### src/rtl/gtg_pkg.sv
// Shared types, constants and the arctangent table of the go-to-goal controller.
`default_nettype none
package gtg_pkg;

    // default number of CORDIC iterations, table holds 24
    localparam int CORDIC_STEPS_DEF = 16;
    localparam int ATAN_DEPTH       = 24;

    // datapath widths
    localparam int DW  = 18;   // goal offset, Q8.8
    localparam int XW  = 34;   // CORDIC x and y, Q8.20
    localparam int ZW  = 34;   // CORDIC angle, Q2.30 plus headroom
    localparam int RW  = 19;   // distance, Q8.8 unsigned
    localparam int MAW = 30;   // serial multiplier multiplicand
    localparam int MBW = 34;   // serial multiplier multiplier
    localparam int MPW = 64;   // serial multiplier product
    localparam int MLW = 6;    // multiplier length field

    // fixed point constants
    localparam logic [MAW-1:0]       CORDIC_K_Q30 = 30'd652032874;
    localparam logic signed [ZW-1:0] HALF_PI_Q30  = 34'sd1686629713;
    localparam logic signed [16:0]   PI_Q12       = 17'sd12868;
    localparam logic signed [16:0]   TWO_PI_Q12   = 17'sd25736;
    localparam logic signed [15:0]   PI_9_Q12     = 16'sd1430;

    // input modes
    localparam logic [1:0] MODE_START = 2'd0;
    localparam logic [1:0] MODE_STEP  = 2'd1;

    // status codes
    localparam logic [1:0] STAT_INIT = 2'd0;
    localparam logic [1:0] STAT_RUN  = 2'd1;
    localparam logic [1:0] STAT_DONE = 2'd2;
    localparam logic [1:0] STAT_TERM = 2'd3;

    // configuration register indexes
    localparam int CFG_IW = 4;
    localparam logic [CFG_IW-1:0] CFG_GOAL_X      = 4'd0;
    localparam logic [CFG_IW-1:0] CFG_GOAL_Y      = 4'd1;
    localparam logic [CFG_IW-1:0] CFG_RELATIVE    = 4'd2;
    localparam logic [CFG_IW-1:0] CFG_ARRIVE      = 4'd3;
    localparam logic [CFG_IW-1:0] CFG_GAIN_LIN    = 4'd4;
    localparam logic [CFG_IW-1:0] CFG_GAIN_ANG    = 4'd5;
    localparam logic [CFG_IW-1:0] CFG_MAX_LIN     = 4'd6;
    localparam logic [CFG_IW-1:0] CFG_MAX_ANG     = 4'd7;

    // request to the serial multiplier
    typedef struct packed {
        logic           start;
        logic [MLW-1:0] len;
    } t_mul_req;

    // arctangent of 2^-i in Q2.30
    function automatic logic [29:0] atan_q30(input logic [4:0] i);
        logic [29:0] v;
        unique case (i)
            5'd0:  v = 30'd843314857;
            5'd1:  v = 30'd497837829;
            5'd2:  v = 30'd263043837;
            5'd3:  v = 30'd133525159;
            5'd4:  v = 30'd67021687;
            5'd5:  v = 30'd33543516;
            5'd6:  v = 30'd16775851;
            5'd7:  v = 30'd8388437;
            5'd8:  v = 30'd4194283;
            5'd9:  v = 30'd2097149;
            5'd10: v = 30'd1048576;
            5'd11: v = 30'd524288;
            5'd12: v = 30'd262144;
            5'd13: v = 30'd131072;
            5'd14: v = 30'd65536;
            5'd15: v = 30'd32768;
            5'd16: v = 30'd16384;
            5'd17: v = 30'd8192;
            5'd18: v = 30'd4096;
            5'd19: v = 30'd2048;
            5'd20: v = 30'd1024;
            5'd21: v = 30'd512;
            5'd22: v = 30'd256;
            5'd23: v = 30'd128;
            default: v = 30'd0;
        endcase
        return v;
    endfunction

endpackage
`default_nettype wire

### src/rtl/gtg_sermul.sv
// Bit-serial shift-and-add multiplier, one multiplier bit per cycle, MSB first.
`default_nettype none
module gtg_sermul
    import gtg_pkg::*;
#(
    parameter int A_W = MAW,
    parameter int B_W = MBW,
    parameter int P_W = MPW
) (
    input  wire logic           i_clk,
    input  wire logic           i_rst_n,
    input  wire t_mul_req       i_req,
    input  wire logic [A_W-1:0] i_a,
    input  wire logic [B_W-1:0] i_b,
    output logic [P_W-1:0]      o_prod,
    output logic                o_done
);

    logic [A_W-1:0] r_a;
    logic [B_W-1:0] r_b;
    logic [P_W-1:0] r_acc;
    logic [MLW-1:0] r_cnt;
    logic           r_busy;
    logic           r_done;

    // control: load on start, count bits down, flag the last one
    always_ff @(posedge i_clk) begin
        if (!i_rst_n) begin
            r_busy <= 1'b0;
            r_done <= 1'b0;
            r_cnt  <= '0;
        end else if (i_req.start) begin
            r_busy <= 1'b1;
            r_done <= 1'b0;
            r_cnt  <= i_req.len;
        end else if (r_busy) begin
            r_cnt  <= r_cnt - 1'b1;
            r_busy <= (r_cnt != MLW'(1));
            r_done <= (r_cnt == MLW'(1));
        end else begin
            r_done <= 1'b0;
        end
    end

    // datapath: align multiplier to the top, shift and accumulate
    always_ff @(posedge i_clk) begin
        if (i_req.start) begin
            r_a   <= i_a;
            r_b   <= i_b << (MLW'(B_W) - i_req.len);
            r_acc <= '0;
        end else if (r_busy) begin
            r_acc <= (r_acc << 1) + (r_b[B_W-1] ? P_W'(r_a) : P_W'(0));
            r_b   <= r_b << 1;
        end
    end

    assign o_prod = r_acc;
    assign o_done = r_done;

endmodule
`default_nettype wire

### src/rtl/go_to_goal_velocity_controller.sv
// Go-to-goal proportional velocity controller, top level.
// Input channel: i_valid / o_stall carry a mode (start, step, stop) and the
// pose; a transfer happens when i_valid is high and o_stall is low.
// Output channel: o_valid / i_stall carry status, command_valid and the
// linear and angular velocity; one result per input item, in order.
// Configuration: i_cfg_we writes i_cfg_data into register i_cfg_idx; write
// only while no item is in flight. Unknown indexes are ignored.
// Sequence: start and stop skip the computation and go to the done state. A
// step runs the pre-rotation, min(CORDIC_STEPS, 24) iterations of one shared
// CORDIC stage, the bit-serial gain correction and an evaluation step; that
// is all when the goal is reached or the robot turns in place, and the two
// serial multiplies of a proportional command follow otherwise. The
// bit-serial multiplier sets the pace.
// One item is worked on at a time; the next is taken once the result is
// parked in the output register, so a stalled receiver holds the result
// there and blocks the next item only after its computation finishes.
// Reset: synchronous, active low; registers return to their documented
// values and the latched origin to zero.
`default_nettype none
module go_to_goal_velocity_controller
    import gtg_pkg::*;
#(
    parameter int CORDIC_STEPS = CORDIC_STEPS_DEF
) (
    input  wire logic              i_clk,
    input  wire logic              i_rst_n,
    input  wire logic              i_valid,
    output logic                   o_stall,
    input  wire logic [1:0]        i_mode,
    input  wire logic [15:0]       i_pose_x,
    input  wire logic [15:0]       i_pose_y,
    input  wire logic [14:0]       i_pose_heading,
    output logic                   o_valid,
    input  wire logic              i_stall,
    output logic [1:0]             o_status,
    output logic                   o_command_valid,
    output logic [15:0]            o_linear_velocity,
    output logic [15:0]            o_angular_velocity,
    input  wire logic              i_cfg_we,
    input  wire logic [CFG_IW-1:0] i_cfg_idx,
    input  wire logic [15:0]       i_cfg_data
);

    localparam int NIT = (CORDIC_STEPS < ATAN_DEPTH) ? CORDIC_STEPS : ATAN_DEPTH;
    localparam logic [4:0] LAST_IT = 5'(NIT - 1);

    typedef enum logic [7:0] {
        S_IDLE = 8'b0000_0001,
        S_PRE  = 8'b0000_0010,
        S_CORD = 8'b0000_0100,
        S_MAG  = 8'b0000_1000,
        S_EVAL = 8'b0001_0000,
        S_LIN  = 8'b0010_0000,
        S_ANG  = 8'b0100_0000,
        S_DONE = 8'b1000_0000
    } t_state;

    // configuration and origin
    logic signed [15:0] r_goal_x, r_goal_y, r_org_x, r_org_y;
    logic               r_relative;
    logic [14:0]        r_arrive, r_max_lin, r_max_ang;
    logic [15:0]        r_gain_lin, r_gain_ang;

    // item state
    t_state                r_state, n_state;
    logic signed [14:0]    r_th;
    logic signed [DW-1:0]  r_dx, r_dy;
    logic signed [XW-1:0]  r_x, r_y;
    logic signed [ZW-1:0]  r_z;
    logic [4:0]            r_i;
    logic [RW-1:0]         r_r;
    logic signed [15:0]    r_alpha;
    logic [1:0]            r_stat;
    logic                  r_cv;
    logic [15:0]           r_lin, r_ang;

    // output register
    logic        r_ovalid, r_ocv;
    logic [1:0]  r_ostat;
    logic [15:0] r_olin, r_oang;

    logic        in_xfer, out_free;
    t_mul_req    mul_req;
    logic [MAW-1:0] mul_a;
    logic [MBW-1:0] mul_b;
    logic [MPW-1:0] mul_p;
    logic        mul_done;

    assign in_xfer  = i_valid && !o_stall;
    assign out_free = !r_ovalid || !i_stall;
    assign o_stall  = (r_state != S_IDLE);

    // configuration writes
    always_ff @(posedge i_clk) begin
        if (!i_rst_n) begin
            r_goal_x   <= '0;
            r_goal_y   <= '0;
            r_relative <= 1'b0;
            r_arrive   <= 15'd26;
            r_gain_lin <= 16'd4096;
            r_gain_ang <= 16'd4096;
            r_max_lin  <= 15'd4096;
            r_max_ang  <= 15'd4096;
        end else if (i_cfg_we) begin
            unique case (i_cfg_idx)
                CFG_GOAL_X:   r_goal_x   <= i_cfg_data;
                CFG_GOAL_Y:   r_goal_y   <= i_cfg_data;
                CFG_RELATIVE: r_relative <= i_cfg_data[0];
                CFG_ARRIVE:   r_arrive   <= i_cfg_data[14:0];
                CFG_GAIN_LIN: r_gain_lin <= i_cfg_data;
                CFG_GAIN_ANG: r_gain_ang <= i_cfg_data;
                CFG_MAX_LIN:  r_max_lin  <= i_cfg_data[14:0];
                CFG_MAX_ANG:  r_max_ang  <= i_cfg_data[14:0];
                default: ;
            endcase
        end
    end

    // latch the origin on a start transfer
    always_ff @(posedge i_clk) begin
        if (!i_rst_n) begin
            r_org_x <= '0;
            r_org_y <= '0;
        end else if (in_xfer && i_mode == MODE_START) begin
            r_org_x <= r_relative ? i_pose_x : 16'sd0;
            r_org_y <= r_relative ? i_pose_y : 16'sd0;
        end
    end

    // CORDIC stage operands
    logic signed [XW-1:0] x0, y0, xs, ys, x_nx;
    logic signed [ZW-1:0] atan_z;
    assign x0     = {{(XW-DW-12){r_dx[DW-1]}}, r_dx, 12'b0};
    assign y0     = {{(XW-DW-12){r_dy[DW-1]}}, r_dy, 12'b0};
    assign xs     = r_x >>> r_i;
    assign ys     = r_y >>> r_i;
    assign x_nx   = r_y[XW-1] ? r_x - ys : r_x + ys;
    assign atan_z = signed'({{(ZW-30){1'b0}}, atan_q30(r_i)});

    // magnitude and bearing from the finished CORDIC
    logic [MPW-1:0]       mag_sum;
    logic signed [ZW-1:0] z_rnd;
    logic signed [16:0]   bearing, alpha_raw, alpha_w;
    assign mag_sum  = mul_p + (MPW'(1) << 41);
    assign z_rnd    = r_z + ZW'(131072);
    assign bearing  = (r_dx == '0 && r_dy == '0) ? 17'sd0 :
                      17'(signed'(z_rnd[ZW-1:18]));
    assign alpha_raw = bearing - 17'(r_th);
    always_comb begin
        if (alpha_raw > PI_Q12)
            alpha_w = alpha_raw - TWO_PI_Q12;
        else if (alpha_raw < -PI_Q12)
            alpha_w = alpha_raw + TWO_PI_Q12;
        else
            alpha_w = alpha_raw;
    end

    // turn decision and scaled velocities
    logic               turn;
    logic [15:0]        max_ang16;
    logic [35:0]        lin_sum;
    logic [27:0]        lin_q;
    logic [26:0]        ang_mag;
    logic signed [28:0] ang_prod, ang_sum;
    logic signed [16:0] ang_q, ang_max17;
    assign turn      = (r_alpha > PI_9_Q12) || (r_alpha < -PI_9_Q12);
    assign max_ang16 = {1'b0, r_max_ang};
    assign lin_sum   = mul_p[35:0] + 36'd128;
    assign lin_q     = lin_sum[35:8];
    assign ang_mag   = mul_p[26:0];
    assign ang_prod  = r_alpha[15] ? -signed'({2'b0, ang_mag}) : signed'({2'b0, ang_mag});
    assign ang_sum   = ang_prod + 29'sd2048;
    assign ang_q     = ang_sum[28:12];
    assign ang_max17 = signed'({2'b0, r_max_ang});

    // multiplier requests
    always_comb begin
        mul_req.start = 1'b0;
        mul_req.len   = '0;
        mul_a         = '0;
        mul_b         = '0;
        unique case (r_state)
            S_CORD: begin
                // load the x that the last iteration produces
                mul_req.start = (r_i == LAST_IT);
                mul_req.len   = MLW'(MBW);
                mul_a         = CORDIC_K_Q30;
                mul_b         = x_nx[XW-1] ? '0 : MBW'(unsigned'(x_nx));
            end
            S_EVAL: begin
                mul_req.start = !(r_r < RW'(r_arrive)) && !turn;
                mul_req.len   = MLW'(RW);
                mul_a         = MAW'(r_gain_lin);
                mul_b         = MBW'(r_r);
            end
            S_LIN: begin
                mul_req.start = mul_done;
                mul_req.len   = MLW'(11);
                mul_a         = MAW'(r_gain_ang);
                mul_b         = r_alpha[15] ? MBW'(unsigned'(-r_alpha)) :
                                              MBW'(unsigned'(r_alpha));
            end
            default: ;
        endcase
    end

    gtg_sermul #(
        .A_W (MAW),
        .B_W (MBW),
        .P_W (MPW)
    ) u_mul (
        .i_clk   (i_clk),
        .i_rst_n (i_rst_n),
        .i_req   (mul_req),
        .i_a     (mul_a),
        .i_b     (mul_b),
        .o_prod  (mul_p),
        .o_done  (mul_done)
    );

    // sequencer
    always_comb begin
        n_state = r_state;
        unique case (r_state)
            S_IDLE: if (in_xfer) n_state = (i_mode == MODE_STEP) ? S_PRE : S_DONE;
            S_PRE:  n_state = S_CORD;
            S_CORD: if (r_i == LAST_IT) n_state = S_MAG;
            S_MAG:  if (mul_done) n_state = S_EVAL;
            S_EVAL: n_state = mul_req.start ? S_LIN : S_DONE;
            S_LIN:  if (mul_done) n_state = S_ANG;
            S_ANG:  if (mul_done) n_state = S_DONE;
            S_DONE: if (out_free) n_state = S_IDLE;
            default: n_state = S_IDLE;
        endcase
    end

    always_ff @(posedge i_clk) begin
        if (!i_rst_n) r_state <= S_IDLE;
        else          r_state <= n_state;
    end

    // item datapath
    always_ff @(posedge i_clk) begin
        unique case (r_state)
            S_IDLE: begin
                r_th <= i_pose_heading;
                r_dx <= DW'(r_org_x) + DW'(r_goal_x) - DW'(signed'(i_pose_x));
                r_dy <= DW'(r_org_y) + DW'(r_goal_y) - DW'(signed'(i_pose_y));
                r_cv <= (i_mode != MODE_START);
                r_stat <= (i_mode == MODE_START) ? STAT_INIT : STAT_TERM;
                r_lin <= '0;
                r_ang <= '0;
            end
            S_PRE: begin
                r_i <= '0;
                if (x0 < 0) begin
                    if (y0 >= 0) begin
                        r_x <= y0;  r_y <= -x0; r_z <= HALF_PI_Q30;
                    end else begin
                        r_x <= -y0; r_y <= x0;  r_z <= -HALF_PI_Q30;
                    end
                end else begin
                    r_x <= x0; r_y <= y0; r_z <= '0;
                end
            end
            S_CORD: begin
                r_i <= r_i + 1'b1;
                if (!r_y[XW-1]) begin
                    r_x <= r_x + ys; r_y <= r_y - xs; r_z <= r_z + atan_z;
                end else begin
                    r_x <= r_x - ys; r_y <= r_y + xs; r_z <= r_z - atan_z;
                end
            end
            S_MAG: begin
                if (mul_done) begin
                    r_r     <= mag_sum[60:42];
                    r_alpha <= alpha_w[15:0];
                end
            end
            S_EVAL: begin
                if (r_r < RW'(r_arrive)) begin
                    r_stat <= STAT_DONE;
                    r_cv   <= 1'b0;
                end else begin
                    r_stat <= STAT_RUN;
                    r_cv   <= 1'b1;
                    if (turn) r_ang <= (r_alpha > 0) ? max_ang16 : -max_ang16;
                end
            end
            S_LIN: begin
                if (mul_done)
                    r_lin <= (lin_q > 28'(r_max_lin)) ? {1'b0, r_max_lin} : lin_q[15:0];
            end
            S_ANG: begin
                if (mul_done) begin
                    priority if (ang_q > ang_max17)  r_ang <= max_ang16;
                    else if (ang_q < -ang_max17)     r_ang <= -max_ang16;
                    else                             r_ang <= ang_q[15:0];
                end
            end
            default: ;
        endcase
    end

    // output register: load when done and free, drop on transfer
    always_ff @(posedge i_clk) begin
        if (!i_rst_n) begin
            r_ovalid <= 1'b0;
        end else if (r_state == S_DONE && out_free) begin
            r_ovalid <= 1'b1;
        end else if (!i_stall) begin
            r_ovalid <= 1'b0;
        end
    end

    always_ff @(posedge i_clk) begin
        if (r_state == S_DONE && out_free) begin
            r_ostat <= r_stat;
            r_ocv   <= r_cv;
            r_olin  <= r_lin;
            r_oang  <= r_ang;
        end
    end

    assign o_valid            = r_ovalid;
    assign o_status           = r_ostat;
    assign o_command_valid    = r_ocv;
    assign o_linear_velocity  = r_olin;
    assign o_angular_velocity = r_oang;

    // no command means zero velocities
    a_zero_when_idle: assert property (@(posedge i_clk) disable iff (!i_rst_n)
        o_valid && !o_command_valid |-> o_linear_velocity == '0 && o_angular_velocity == '0)
        else $error("velocities set without a command");

    // command flag follows status
    a_cv_status: assert property (@(posedge i_clk) disable iff (!i_rst_n)
        o_valid |-> (o_command_valid == (o_status == STAT_RUN || o_status == STAT_TERM)))
        else $error("command_valid disagrees with status");

    // forward velocity never negative
    a_lin_pos: assert property (@(posedge i_clk) disable iff (!i_rst_n)
        o_valid |-> !o_linear_velocity[15])
        else $error("negative linear velocity");

    // finished result waits while output is held
    a_done_hold: assert property (@(posedge i_clk) disable iff (!i_rst_n)
        r_state == S_DONE && r_ovalid && i_stall |=> r_state == S_DONE)
        else $error("result lost under stall");

endmodule
`default_nettype wire

### config.mk
export PLATFORM = sky130hd
export DESIGN_NAME = go_to_goal_velocity_controller
export DESIGN_NICKNAME = d
export VERILOG_FILES = /design/src/rtl/gtg_pkg.sv /design/src/rtl/gtg_sermul.sv /design/src/rtl/go_to_goal_velocity_controller.sv
export SDC_FILE = /design/constraint.sdc
export NUM_CORES = 2
export LEC_CHECK = 0
export BUFFER_PORTS_ARGS = -buffer_cell sky130_fd_sc_hd__buf_2
export CAP_MARGIN = 20
export CORE_MARGIN = 2
export CORE_UTILIZATION = 64
export DETAILED_ROUTE_END_ITERATION = 6
export GPL_ROUTABILITY_DRIVEN = 1
export GPL_TIMING_DRIVEN = 0
export PLACE_DENSITY = 0.81
export SETUP_SLACK_MARGIN = 0.3
export SYNTH_ARGS = -nofsm -noshare
export SYNTH_HDL_FRONTEND = slang
export SYNTH_SLANG_ARGS = --single-unit
export TNS_END_PERCENT = 10
### constraint.sdc
create_clock -name i_clk -period 10.5 [get_ports i_clk]
set_input_delay 0 -clock i_clk [delete_from_list [all_inputs] [get_ports i_clk]]
set_output_delay 0 -clock i_clk [all_outputs]
set_load 0.005 [all_outputs]
==> run_summary.xml <==
<?xml version="1.0" encoding="UTF-8"?>
<metrics>
  <group name="status">
    <metric name="run_status" unit="">complete, no violations</metric>
  </group>
  <group name="final_layout">
    <metric name="nets" unit="">5777</metric>
    <metric name="layout-area-overhead-vs-synth" unit="%">11.5</metric>
    <metric name="register_area" unit="sq um">14400</metric>
    <metric name="nFillCells" unit="">5161</metric>
    <metric name="final_core_util" unit="">0.719</metric>
    <metric name="share_of_layout_cells_above_drive_strength_1" unit="">0.0786</metric>
    <metric name="area_of_combinational_cells_with_multiple_inputs" unit="sq um">27600</metric>
  </group>
  <group name="min_path">
    <metric name="worst_hold_class" unit="">primary input to flip-flop</metric>
    <metric name="cell_depth_of_the_worst_hold_path" unit="">2</metric>
  </group>
  <group name="pwr">
    <metric name="leakage" unit="uW">0.0189</metric>
    <metric name="vdd.ir_drop.worst" unit="mV">0.158</metric>
    <metric name="powerDensity" unit="nW/um^2">136</metric>
  </group>
  <group name="worst_setup_path">
    <metric name="worstPathRequired" unit="ps">10840</metric>
    <metric name="cells_on_worst_reg2reg_path" unit="">22</metric>
    <metric name="critical_path.startpoint_type" unit="">flip-flop</metric>
    <metric name="setup.worst_path.class" unit="">flip-flop to flip-flop</metric>
    <metric name="timing.critical_path.fanout_max" unit="">10</metric>
    <metric name="arrival" unit="ps">10430</metric>
    <metric name="type_of_element_capturing_the_critical_path" unit="">flip-flop</metric>
  </group>
  <group name="cts">
    <metric name="clock_sinks" unit="">562</metric>
    <metric name="cts_root_buffer" unit="">sky130_fd_sc_hd__clkbuf_16</metric>
    <metric name="cts-buffers-inserted" unit="">60</metric>
    <metric name="worst_skew_pair.late_latency" unit="ps">680</metric>
    <metric name="clock_transition_time_at_the_flip_flop_clock_pins_of_the_worst_setup_and_hold_paths" unit="ps">60</metric>
    <metric name="tritoncts_clock_tree" unit="">done</metric>
    <metric name="h-tree-depth" unit="">2</metric>
    <metric name="cts_buffer_depth" unit="">3</metric>
  </group>
  <group name="logic_synthesis">
    <metric name="synthesized_cell_area" unit="sq um">44300</metric>
    <metric name="synth-main-ff-cell" unit="">sky130_fd_sc_hd__edfxtp_1</metric>
    <metric name="synth.net_count" unit="">5490</metric>
    <metric name="postSynthRegisterBits" unit="">562</metric>
    <metric name="syn_inst" unit="">5117</metric>
    <metric name="synth-seq-area-share" unit="">0.325</metric>
    <metric name="postSynthAreaPerCell" unit="sq um">8.65</metric>
    <metric name="synth_cell_types" unit="">98</metric>
    <metric name="synth_enable_flop_cells" unit="">312</metric>
    <metric name="ys_async_sr_fraction" unit="">0</metric>
    <metric name="count_of_warnings_emitted_by_yosys" unit="">0</metric>
  </group>
  <group name="floorplan">
    <metric name="floorplan.die_area" unit="sq um">71300</metric>
    <metric name="vertical_extent_of_the_die" unit="microns">267</metric>
    <metric name="starting_density_of_the_core" unit="">0.645</metric>
    <metric name="core_area" unit="sq um">68600</metric>
    <metric name="die_width" unit="microns">267</metric>
    <metric name="num_rows" unit="">96</metric>
    <metric name="ioPinCount" unit="">111</metric>
  </group>
  <group name="routing">
    <metric name="detailedRoute.firstPassIterationCount" unit="">7</metric>
    <metric name="via_per_inst" unit="">6.82</metric>
    <metric name="met2_length" unit="microns">72700</metric>
    <metric name="post-route-drc-count" unit="">0</metric>
    <metric name="routed_wirelength" unit="microns">168000</metric>
    <metric name="wl_per_cell" unit="microns">26.3</metric>
    <metric name="routed.top_layer" unit="">met5</metric>
    <metric name="wl_met3" unit="microns">20300</metric>
    <metric name="residual_antenna_violating_net_count_after_detailed_routing" unit="">0</metric>
    <metric name="vias" unit="">43597</metric>
    <metric name="dr.first_iter.drc_count" unit="">5819</metric>
    <metric name="route.layer.met1.wl" unit="microns">59500</metric>
  </group>
  <group name="timing">
    <metric name="clock_skew" unit="ps">46.6</metric>
    <metric name="maxSlewViolCount" unit="">0</metric>
    <metric name="worst_slew_margin_rel" unit="">0.182</metric>
    <metric name="post-route-period-util" unit="">0.962</metric>
    <metric name="worstMarginPinSlew" unit="ps">1230</metric>
    <metric name="fin_hold_viols" unit="">0</metric>
    <metric name="min_period" unit="ps">10100</metric>
    <metric name="fin_setup_tns" unit="ps">0</metric>
    <metric name="worst_hold_slack" unit="ps">40.2</metric>
    <metric name="rsz0062_at_grt" unit="">false</metric>
    <metric name="maxClockFrequency" unit="MHz">99.0</metric>
    <metric name="finalSetupViolations" unit="">0</metric>
  </group>
  <group name="flow_run">
    <metric name="maxCapViolCount" unit="">0</metric>
  </group>
  <group name="global_route">
    <metric name="globalRouteTotalUtil" unit="">0.464</metric>
    <metric name="grt_first_pass_wirelength" unit="microns">250000</metric>
    <metric name="grt.overflow.total" unit="">0</metric>
    <metric name="first_global_vias" unit="">41507</metric>
    <metric name="grt_max_degree" unit="">88</metric>
    <metric name="number_of_antenna_violations_at_the_first_check_in_global_routing" unit="">14</metric>
  </group>
  <group name="placed_design">
    <metric name="io_buffers" unit="">108</metric>
    <metric name="hpwl" unit="microns">120000</metric>
    <metric name="globalplace.congestion" unit="">1.17</metric>
  </group>
</metrics>
[registers in the layout, summed over array words and instances, names as in the netlist, 17 cells and up]
signal        cells
atan_z           30
r_dx             18
r_dy             18
r_r              19
r_x              34
r_y              34
r_z              34
u_mul.o_prod     61
u_mul.r_a        17
u_mul.r_b        34
[critical path, stage by stage (launching register included)]
cell                       delay [ps]
sky130_fd_sc_hd__edfxtp_1         410
sky130_fd_sc_hd__clkbuf_2         500
sky130_fd_sc_hd__buf_1            660
sky130_fd_sc_hd__clkbuf_1         690
sky130_fd_sc_hd__clkbuf_1         670
sky130_fd_sc_hd__clkbuf_2         600
sky130_fd_sc_hd__mux4_2           570
sky130_fd_sc_hd__mux2i_1          210
sky130_fd_sc_hd__ha_1             220
sky130_fd_sc_hd__nor4b_2          550
sky130_fd_sc_hd__a31oi_1          190
sky130_fd_sc_hd__xor2_1           190
sky130_fd_sc_hd__ha_1             390
sky130_fd_sc_hd__a21oi_1          510
sky130_fd_sc_hd__o211ai_1         460
sky130_fd_sc_hd__a311oi_1         880
sky130_fd_sc_hd__o21ai_0          540
sky130_fd_sc_hd__a31oi_1          380
sky130_fd_sc_hd__o31ai_1          200
sky130_fd_sc_hd__a21o_1           220
sky130_fd_sc_hd__a21oi_1          220
sky130_fd_sc_hd__xor2_1           330
sky130_fd_sc_hd__o22ai_1          130
[cells in the final DEF (no fill, tap or decap), types with 32 or more instances in the layout]
cell                            synthesis  routed
sky130_fd_sc_hd__a211oi_1              48      48
sky130_fd_sc_hd__a21boi_0             127     127
sky130_fd_sc_hd__a21o_1                70      70
sky130_fd_sc_hd__a21oi_1              353     352
sky130_fd_sc_hd__a31oi_1               70      70
sky130_fd_sc_hd__and2_1                58      57
sky130_fd_sc_hd__and3_1                46      46
sky130_fd_sc_hd__buf_2                 26     136
sky130_fd_sc_hd__clkbuf_1             213     224
sky130_fd_sc_hd__clkbuf_16              0      61
sky130_fd_sc_hd__dfxtp_1              250     250
sky130_fd_sc_hd__dlygate4sd3_1          0     101
sky130_fd_sc_hd__edfxtp_1             312     312
sky130_fd_sc_hd__fa_1                  37      37
sky130_fd_sc_hd__ha_1                 262     262
sky130_fd_sc_hd__inv_1                316     314
sky130_fd_sc_hd__mux2_2                32      32
sky130_fd_sc_hd__mux2i_1              137     137
sky130_fd_sc_hd__mux4_2                71      71
sky130_fd_sc_hd__nand2_1              557     557
sky130_fd_sc_hd__nand2b_1              39      39
sky130_fd_sc_hd__nand3_1              170     170
sky130_fd_sc_hd__nand4_1               44      44
sky130_fd_sc_hd__nor2_1               354     352
sky130_fd_sc_hd__nor2b_1               64      64
sky130_fd_sc_hd__nor3_1               123     123
sky130_fd_sc_hd__o211ai_1              40      40
sky130_fd_sc_hd__o21ai_0              314     314
sky130_fd_sc_hd__o31ai_1               46      46
sky130_fd_sc_hd__or3_1                 44      44
sky130_fd_sc_hd__xnor2_1              245     245
sky130_fd_sc_hd__xor2_1               141     141
[metal layers]
| layer | global-route usage | up-vias |
|---|---|---|
| li1 | - | 19182 |
| met1 | 0.548 | 20470 |
| met2 | 0.711 | 3072 |
| met3 | 0.135 | 859 |
| met4 | 0.359 | 14 |
| met5 | 0.00208 | - |
[synthesized netlist by cell type (all sizes together) (12+ instances only)]
cell type / instances / area share
a21o: 70 / 0.012
a22o: 13 / 0.0026
a2111oi: 15 / 0.0031
nand2: 557 / 0.047
buf: 63 / 0.0068
fa: 37 / 0.017
a31oi: 70 / 0.0099
clkbuf: 213 / 0.018
nand4: 44 / 0.0062
dfxtp: 250 / 0.11
inv: 317 / 0.027
or2: 27 / 0.0038
o211ai: 40 / 0.0068
nor3: 124 / 0.014
a22oi: 19 / 0.0032
mux4: 71 / 0.036
a211o: 14 / 0.0028
o21a: 31 / 0.0053
or4: 22 / 0.0037
and2: 60 / 0.0085
nand3: 171 / 0.019
or3: 45 / 0.0065
a211oi: 48 / 0.0081
xor2: 141 / 0.028
mux2i: 137 / 0.031
nor2: 355 / 0.030
nand3b: 14 / 0.0024
ha: 262 / 0.074
a21oi: 353 / 0.040
nor2b: 64 / 0.0090
a21boi: 128 / 0.022
edfxtp: 312 / 0.21
o22ai: 25 / 0.0035
a221o: 22 / 0.0050
and3: 46 / 0.0065
o21bai: 18 / 0.0031
nor3b: 15 / 0.0025
nor4: 30 / 0.0045
o31ai: 46 / 0.0078
nand2b: 39 / 0.0055
o21ai: 323 / 0.037
xnor2: 245 / 0.048
a31o: 12 / 0.0024
mux2: 32 / 0.0081
[worst paths after layout]
path	start	to	slack, ps
min	i_pose_heading[9]	r_th[9]$_DFFE_PP_	40
max	r_i[2]$_DFFE_PN_	r_y[29]$_DFFE_PN_	400
min reg2reg	r_ang[8]$_SDFFCE_PN0P_	o_angular_velocity[8]$_DFFE_PP_	420
max reg2reg	r_i[2]$_DFFE_PN_	r_y[29]$_DFFE_PN_	400
[what timing repair did]
| action | 4_1_cts | 5_1_grt |
|---|---|---|
| endpoints found under the hold margin | 185 | 0 |
| hold buffers | 101 | 0 |
| resized for setup | 0 | 5 |
| endpoints found under the setup margin | 0 | 38 |
| setup buffers | 0 | 0 |
[metrics by stage]
step / cells / setup slack (ps) / power [uW] / cell area [sq um]
after global placement: 6156 / 730 / 4300 / 46000
after detailed placement: 6164 / 735 / 4340 / 46100
after CTS: 6378 / 697 / 6600 / 49200
final: 6392 / 403 / 6700 / 49300
after global routing: 6388 / 415 / 6910 / 49300
after floorplan: 5117 / 3820 / 3820 / 44300
[logic make-up after synthesis]
logic type,after synthesis,synth area share
multiplexers,240,0.0752
XOR/XNOR,386,0.0764
other,1,0.0000847
adder cells (fa/ha/maj),299,0.0908
flip-flops,562,0.325
AND/OR/NAND/NOR,1646,0.177
AO/OA/AOI/OAI,1388,0.204
buffers and inverters,595,0.0519
[report_power, final]
group / leakage (uW) / switching [uW] / internal [uW]
combinational: 0.0130 / 1100 / 638
sequential: 0.00490 / 142 / 2530
clock: 0.00102 / 993 / 1290
total: 0.0189 / 2240 / 4460
[cell type report]
class | count | share of cell area
Antenna cell | 6 | 0.000304
Buffer | 276 | 0.0223
Clock buffer | 83 | 0.0345
Clock inverter | 30 | 0.00781
Inverter | 319 | 0.0244
Multi-Input combinational cell | 3960 | 0.560
Sequential cell | 562 | 0.291
Tap cell | 931 | 0.0236
Timing Repair Buffer | 225 | 0.0359
Power figures use the tool's default switching activity.
